`config.mk`:
```
export PLATFORM = sky130hd
export DESIGN_NAME = ogesa_ctrl
export DESIGN_NICKNAME = d
export VERILOG_FILES = /design/src/hdl/ogesa_pkg.sv /design/src/hdl/ogesa_ctrl.sv
export SDC_FILE = /design/constraint.sdc
export NUM_CORES = 1
export LEC_CHECK = 0
export BUFFER_PORTS_ARGS = -buffer_cell sky130_fd_sc_hd__buf_2
export CAP_MARGIN = 10
export CORE_MARGIN = 1
export CORE_UTILIZATION = 30
export CTS_BUF_LIST = sky130_fd_sc_hd__clkbuf_2
export CTS_CLUSTER_SIZE = 40
export DETAILED_ROUTE_END_ITERATION = 8
export GPL_TIMING_DRIVEN = 0
export PLACE_DENSITY = 0.57
export SYNTH_ARGS = -nofsm -noshare
export SYNTH_HDL_FRONTEND = slang
export SYNTH_SLANG_ARGS = --single-unit
```
`constraint.sdc`:
```
create_clock -name clk -period 1.3 [get_ports clk]
set_clock_uncertainty 0.05 [all_clocks]
set_input_delay 0 -clock clk [delete_from_list [all_inputs] [get_ports clk]]
set_output_delay 0 -clock clk [all_outputs]
set_load 0.02 [all_outputs]
```
`src/hdl/ogesa_pkg.sv`:
```
`timescale 1ns / 1ps
`default_nettype none
package ogesa_pkg;

  // Fixed field widths of the item ports
  localparam int unsigned STAMP_W = 32;
  localparam int unsigned SLOT_W  = 8;
  localparam int unsigned COUNT_W = 9;

  // Controller states, one-hot
  typedef enum logic [5:0] {
    ST_IDLE  = 6'b000001,
    ST_POP   = 6'b000010,
    ST_REF   = 6'b000100,
    ST_WAIT  = 6'b001000,
    ST_CMP   = 6'b010000,
    ST_GRANT = 6'b100000
  } state_t;

  // Commands from controller to datapath
  typedef struct packed {
    logic latch_in;      // capture request stamp, clear reclaim count
    logic take_fresh;    // grant the next never-used slot
    logic take_pop;      // grant the free-list head, follow its link
    logic set_ref;       // capture the oldest slot's stamp as run reference
    logic reclaim;       // unlink oldest active slot, push it on the free list
    logic take_reclaim;  // grant the last reclaimed slot
    logic set_none;      // nothing to grant
    logic grant;         // commit the grant and load the result register
  } cmd_t;

  // Status from datapath to controller
  typedef struct packed {
    logic have_fresh;    // never-used slots remain
    logic have_free;     // free list not empty
    logic ring_empty;    // no active slot
    logic run_match;     // oldest active slot carries the reference stamp
    logic out_free;      // result register can take a new item
  } sts_t;

endpackage
`default_nettype wire

```
`src/hdl/ogesa_ctrl.sv`:
```
`timescale 1ns / 1ps
`default_nettype none
module ogesa_ctrl (
  input  wire                clk,
  input  wire                rst_n,
  input  wire                in_valid,
  output logic               in_ready,
  input  ogesa_pkg::sts_t    sts,
  output ogesa_pkg::cmd_t    cmd
);
  import ogesa_pkg::*;

  state_t state_r;
  state_t state_nxt;

  assign in_ready = (state_r == ST_IDLE);

  // Next state and commands
  always_comb begin
    state_nxt = state_r;
    cmd       = '0;
    case (state_r)
      ST_IDLE: begin
        if (in_valid) begin
          cmd.latch_in = 1'b1;
          if (sts.have_fresh) begin
            cmd.take_fresh = 1'b1;
            state_nxt      = ST_GRANT;
          end else if (sts.have_free) begin
            state_nxt = ST_POP;
          end else if (sts.ring_empty) begin
            cmd.set_none = 1'b1;
            state_nxt    = ST_GRANT;
          end else begin
            state_nxt = ST_REF;
          end
        end
      end
      ST_POP: begin
        cmd.take_pop = 1'b1;
        state_nxt    = ST_GRANT;
      end
      // oldest slot always goes; its stamp sets the run
      ST_REF: begin
        cmd.set_ref = 1'b1;
        cmd.reclaim = 1'b1;
        state_nxt   = ST_WAIT;
      end
      // store read of the new oldest slot
      ST_WAIT: begin
        state_nxt = ST_CMP;
      end
      ST_CMP: begin
        if (sts.run_match) begin
          cmd.reclaim = 1'b1;
          state_nxt   = ST_WAIT;
        end else begin
          cmd.take_reclaim = 1'b1;
          state_nxt        = ST_GRANT;
        end
      end
      ST_GRANT: begin
        if (sts.out_free) begin
          cmd.grant = 1'b1;
          state_nxt = ST_IDLE;
        end
      end
      default: begin
        state_nxt = ST_IDLE;
      end
    endcase
  end

  always_ff @(posedge clk) begin
    if (!rst_n) begin
      state_r <= ST_IDLE;
    end else begin
      state_r <= state_nxt;
    end
  end

endmodule
`default_nettype wire

```
After elaboration in Yosys (flattened, before gate mapping)
Index checks and enable logic that the tools add are counted.

storage, ports and cells
  output and inout port bits = 9
  register bits after elaboration = 6
  input port bits = 8
  word-level logic and storage cells = 33

cells by class
  reductions and logical operators = 1
  multiplexer cells = 23
  equal/unequal tests = 8

operators with widths
  cell                                                             number
  6-bit 2-to-1 mux                                                 6
  6-bit case mux with 6 select lines                               1
  1-bit 2-to-1 mux                                                 13
  6-bit by 1-bit == test with 1-bit output, second input constant  1
  6-bit by 2-bit == test with 1-bit output, second input constant  1
  6-bit by 3-bit == test with 1-bit output, second input constant  1
  6-bit by 4-bit == test with 1-bit output, second input constant  1
  6-bit by 5-bit == test with 1-bit output, second input constant  1
  6-bit == test, second input constant                             1
  2-bit 2-to-1 mux                                                 2
  2-bit != test, second input constant                             2
  1-bit case mux with 2 select lines                               1
  2-bit AND reduction                                              1

Depth between registers and ports, before layout
Gate-level depths: netlist of the first run.

  word-level depth = 5
  mapped depth = 4
  mapped depth without buffers = 4

Worst setup path before layout of the first run
Ideal clock, no wire load.

  kind = register to register
  from = register state_r[2]
  to = register state_r[0]
  data required time = 1.126 ns
  stages on the path, launching flop included = 5
  arrival time = 1.538 ns
  clock period less this slack = 1.711 ns
  path buffers = 0
  path slack = -0.411 ns
  setup time = 0.124 ns
  cells stage by stage = dfxtp_1 or4_4 nor3b_2 o21bai_1 o21ai_0

between the ends
  cells in the longest elaborated chain, start to end = 3
  elaborated cells between the ends (all ways) = 10
  classes of those cells = eq/ne (8); mux (1); reduce/logical (1)

RTL lines
  what                                                                              RTL line          text
  start, declared                                                                   ogesa_ctrl.sv:13  state_t state_r;
  start signal, assigned                                                            ogesa_ctrl.sv:78  state_r <= state_nxt;
  6-bit == test / 6-bit by 1-bit == test with 1-bit output (equally long branches)  ogesa_ctrl.sv:22  case (state_r)
  2-bit != test (no source line)                                                    -
  2-bit AND reduction (no source line)                                              -

Parallel ways exist; a longest one is shown, timed or not.
A chain may end at the register's enable or synchronous reset.

==> flow_metrics.tcl, run 1 <==
set metrics [dict create \
    antennaDiodeCount 0 \
    synthCells 44 \
    vias 515 \
    internal_power_w 0.000375 \
    synthesis.nets 52 \
    rsz0062_at_grt "yes" \
    setup_viol 12 \
    clkTransAtPathRegs_ns 0.05 \
    arrival_ns 1.56 \
    netlist_area_um2 389 \
    synth_area_leaders "dfxtp_1 (31%), nor4b_4 (6.1%), nor2_1 (5.8%)" \
    tns_ns -2.37 \
    cts_buffers 3 \
    grt_pass1_vias 424 \
    fmaxAchievable_mhz 623 \
    antenna_left 0 \
    vdd_drop_max_mv 0.322 \
    min_period_ns 1.61 \
    antenna_found_initial 0 \
    tightest_slew_ns 0.263 \
    routed_wl_um 1350 \
    dp_hpwl_um 651 \
    first_pass_iters 4 \
    place_area_um2 507 \
    slew_viol_final 0 \
    cellLeakagePower_nw 0.355 \
    failed_checks "setup timing" \
    drc_errors 0 \
    seqPwrFrac_pct 34.7 \
    synth_top_area_share_pct 30.9 \
    clkLatencyLatePin_ns 0.22 \
    ys_ff_latch 6 \
    reg_top3 "state_r: 6 flops" \
    final_cell_mix "buf_4 (15), buf_6 (11), buf_2 (7)" \
    nNetsFinal 93 \
    p_switching_w 0.000167 \
    drt_iter0_drc 2 \
    h-tree-depth 1 \
    track_usage_pct 19.2 \
    yosys.area.top_type "dfxtp_1" \
    drive_above_1_share_pct 69.9 \
    utilization_pct 72.0 \
    die_x_um 38.0 \
    p_sw_share_pct 30.8 \
    crit_path_end_kind "output pin" \
    fin_crit_sh_pct 123 \
    cts_tree "yes" \
    largest_register "state_r" \
    setup_ws_ns -0.305 \
    die_h_um 38.0 \
    clkPwrFrac_pct 23.8 \
    slew_headroom_pct 82.4 \
    largest_register_ff_count 6 \
    yosysUniqueCellTypes 27 \
    routed_via_density 5.31 \
    grt_pass1_wl_um 1880 \
    ys_warn_count 0 \
    start_kind "flip-flop" \
    cap_viol_max_count 0 \
    port-buffer-count 16 \
    status "complete, but fails checks" \
    powerDensity_nw_per_um2 651 \
    pin_count 17 \
    grt_overflow_total 0 \
    cp_max_fo 2 \
    final_common_cell "buf_4" \
    core_area_um2 1160 \
    die_area_um2 1450 \
    hold_viol_final 0 \
    gp_congestion 0.669 \
    hp-class "input port to flip-flop" \
    pwr-share-comb_pct 41.5 \
    routedWlPerCell_um 13.9 \
    cts_buffer_depth 2 \
    root_buffer "clkbuf_2" \
    start_util_pct 33.7 \
    cp.required_ns 1.25 \
    ys_seq_area_share_pct 30.9 \
    critical_path_class "flip-flop to output pin" \
    syn2layout_area_growth_pct 114 \
    final_area_um2 832 \
    syn_area_per_cell_um2 8.84 \
    grt_max_degree 8 \
    fp-row-count 12 \
    cts_sinks 6 \
]
==> metal layers <==
metal  routed length [um]  vias up  part of all wire, %  track usage [%]
li1                     -      246                    -                -
met3                   77        3                  5.7             2.33
met1                  481      243                   36             21.8
met2                  766       23                   57             35.8
met5                    0        -                    0                0
met4                   21        0                  1.6             8.04
==> Yosys cell counts (all sizes together) <==
master and instances:
dfxtp 6, o21bai 1, inv 2, o2111a 1, nor4 1, nand3b 2
o2bb2a 1, nand3 1, xor2 1, o21a 1, nor3 2, nor2 6
o21ai 2, a21boi 1, and3b 1, o211ai 1, nor2b 1, nand2b 1
and2 2, nand4b 2, nor3b 1, nand2 1, a21oi 1, nor4b 1
and3 2, or4 2
==> logic make-up (layout without fill, tap and decap cells) <==
family	count (synthesis)	in the layout	synth area share, %
xor gates and xnor gates	1	1	2.25
and+or+nand+nor	26	26	47.9
AOI/OAI and AO/OA	9	9	17.0
DFF	6	6	30.9
buffers and inverters	2	41	1.93
==> through the flow <==
| stage | total power [W] | setup WS [ns] | hold slack [ns] | instances |
|---|---|---|---|---|
| after CTS | 0.000497 | -0.344 | 0.0483 | 90 |
| after detailed placement | 0.000309 | -0.283 | 0.140 | 74 |
| after global routing | 0.000564 | -0.338 | 0.0757 | 97 |
| after global placement | 0.000310 | -0.299 | 0.131 | 74 |
| after floorplan | 0.000274 | -0.355 | -0.00607 | 44 |
| final | 0.000541 | -0.305 | 0.0622 | 97 |
==> power by group through the flow <==
stage,clock network [W],logic (W),registers [W]
2_1_floorplan,0,0.0000714,0.000203
3_3_place_gp,0,0.000104,0.000206
3_5_place_dp,0,0.000103,0.000205
4_1_cts,0.000131,0.000173,0.000193
5_1_grt,0.000136,0.000239,0.000188
6_report,0.000129,0.000225,0.000188
==> path summary, 6_finish.rpt <==
check             startpoint         end  slack (ns)  depth (start not counted)
setup reg to reg  state_r[1]  state_r[5]       -0.29                          5
hold / removal      in_valid  state_r[2]        0.06                          3
hold reg to reg   state_r[3]  state_r[4]        0.48                          2
setup / recovery  state_r[1]      cmd[3]       -0.31                          4
==> critical path, stage by stage, from the launching register on <==
cell	delay, ns
dfxtp_4	0.34
or4_4	0.56
buf_4	0.17
a21oi_4	0.13
buf_6	0.14
==> final cells by class <==
class                           instances  area [um2]
Sequential cell                         6         143
Clock buffer                            3        15.0
Fill cell                              90         324
Inverter                                2        7.51
Tap cell                               14        17.5
Multi-Input combinational cell         36         348
Timing Repair Buffer                   36         302
==> repair_timing <==
item                                    in CTS  in global routing
hold endpoints to repair                     5                  0
buffers inserted                            10                  8
endpoints found under the setup margin      13                 14
pin swaps                                    8                  8
hold buffers                                 3                  0
resized for setup                           35                 12
cloned                                       0                  0
Note: power is estimated with default switching activity, not from simulation.
==> inputs of run 2 (changes only) <==
--- a/config.mk
+++ b/config.mk
@@ -14,6 +14,8 @@
 export DETAILED_ROUTE_END_ITERATION = 8
 export GPL_TIMING_DRIVEN = 0
 export PLACE_DENSITY = 0.57
+export RECOVER_POWER = 25
 export SYNTH_ARGS = -nofsm -noshare
 export SYNTH_HDL_FRONTEND = slang
 export SYNTH_SLANG_ARGS = --single-unit
+export TNS_END_PERCENT = 20
==> constraint.sdc (replaced) <==
create_clock -name clk -period 1.4 [get_ports clk]
set_clock_uncertainty 0.05 [all_clocks]
set_input_delay 0 -clock clk [delete_from_list [all_inputs] [get_ports clk]]
set_output_delay 0 -clock clk [all_outputs]
set_load 0.02 [all_outputs]
==> run 2 against run 1 <==
Largest power group is now sequential cells. The run still ends with setup timing left. Sequential cell count stayed put. Highest routed layer is now met3. Wire length is 29% lower. Sequential power hardly changed.
==> flow_metrics.tcl, run 2 (same netlist as run 1, synthesis figures left out) <==
set metrics [dict create \
    nNetsFinal 76 \
    drc_errors 0 \
    routedWlPerCell_um 11.9 \
    die_h_um 38.0 \
    post_cts_buffers 0 \
    fp-row-count 12 \
    die_x_um 38.0 \
    dp_cells 74 \
    die_area_um2 1450 \
    top_usage_layer "met2" \
    routed_via_density 5.13 \
    antenna_left 0 \
    fin_crit_sh_pct 118 \
    grtUsageMet1_pct 18.3 \
    final_common_cell "buf_2" \
    grt_overflow_total 0 \
    largest_register_ff_count 6 \
    core_area_um2 1160 \
    met3_usage_pct 10.5 \
    grt_pass1_vias 369 \
    worstReg2RegStart "state_r[0]" \
    holdWs_ns 0.0544 \
    root_buffer "clkbuf_2" \
    grt_pass1_wl_um 1500 \
    powerDensity_nw_per_um2 733 \
    regArea_um2 123 \
    cp_max_fo 7 \
    vias 410 \
    tightest_slew_ns 0.297 \
    pin_count 17 \
    total_power_w 0.000412 \
    setup_viol 10 \
    dp_hpwl_um 680 \
    antennaDiodeCount 0 \
    failed_checks "setup timing" \
    first_pass_iters 2 \
    grt_max_degree 9 \
    final_cell_mix "buf_2 (11), nor2_1 (6), buf_4 (5)" \
    hp-class "input port to flip-flop" \
    fillers 109 \
    fmaxAchievable_mhz 605 \
    gp_congestion 0.784 \
    largest_register "state_r" \
    cts_tree "yes" \
    arrival_ns 1.60 \
    syn2layout_area_growth_pct 44.4 \
    drive_above_1_share_pct 42.4 \
    cap_viol_max_count 0 \
    met2_usage_pct 24.6 \
    cellLeakagePower_nw 0.245 \
    place_area_um2 493 \
    vdd_drop_max_mv 0.392 \
    h-tree-depth 1 \
    cts_buffers 3 \
    tns_ns -1.31 \
    cp.required_ns 1.35 \
    track_usage_pct 15.5 \
    drt_iter0_drc 1 \
    start_util_pct 33.7 \
    cts_sinks 6 \
    min_from "in_valid" \
    start_kind "flip-flop" \
    routed_wl_um 953 \
    critical_path_class "flip-flop to output pin" \
    multi_input_area_um2 277 \
    status "complete, but fails checks" \
    antenna_found_initial 0 \
    min_period_ns 1.65 \
    slew_headroom_pct 80.2 \
    final_area_um2 562 \
    cts_buffer_depth 2 \
    port-buffer-count 16 \
    clkTransAtPathRegs_ns 0.08 \
    rsz0062_at_grt "yes" \
    startpoint "state_r[0]" \
    slew_viol_final 0 \
    fin_cells 80 \
    hold_viol_final 0 \
    setup_ws_ns -0.254 \
    crit_path_end_kind "output pin" \
    reg_top3 "state_r: 6 flops" \
    clkLatencyLatePin_ns 0.23 \
]
==> run 2: cell count changes in the layout (fill, tap and decap cells not counted), sizes merged <==
cell  before  now
buf       33   16
==> run 2: where the power goes <==
part	total, W	switching, W	internal [W]	leakage (nW)
sequential	0.000188	0.0000111	0.000177	0.0489
combinational	0.0000986	0.0000499	0.0000487	0.183
clock	0.000125	0.0000667	0.0000581	0.0125
==> run 2: repair_timing <==
| item | 4_1_cts | 5_1_grt |
|---|---|---|
| hold buffers | 3 | 0 |
| setup endpoints to repair | 10 | 10 |
| resized for setup | 10 | 0 |
| pin swaps | 1 | 1 |
| hold endpoints to repair | 4 | 0 |
==> run 2: cell type report <==
cell class,count,share of cell area [%]
Sequential cell,6,21.8
Multi-Input combinational cell,36,49.2
Clock buffer,3,2.67
Inverter,2,1.34
Tap cell,14,3.12
Timing Repair Buffer,19,21.8
==> run 2: through the flow <==
stage / utilization, % / worst slack (ns)
detailed placement: 42.6 / -0.186
global route: 48.6 / -0.327
finish: 48.6 / -0.254
CTS: 48.7 / -0.240
floorplan: - / -0.272
global placement: 42.6 / -0.188
==> run 2: worst paths after layout <==
path	endpoint	slack, ns	cells past startpoint
max	cmd[2]	-0.25	3
min	state_r[1]	0.05	3
min reg2reg	state_r[4]	0.47	1
max reg2reg	state_r[5]	-0.21	4
==> run 2: metal layers <==
| metal | vias up | part of all wire, % |
|---|---|---|
| met5 | - | 0 |
| met2 | 18 | 43 |
| met4 | 0 | 0 |
| met1 | 182 | 50 |
| li1 | 210 | - |
| met3 | 0 | 6.6 |
==> run 2: worst max-delay path, cell delays in order (launching register included) <==
cell and delay, ns:
dfxtp_2 0.36, or4_4 0.57, nor4b_4 0.25, buf_4 0.19
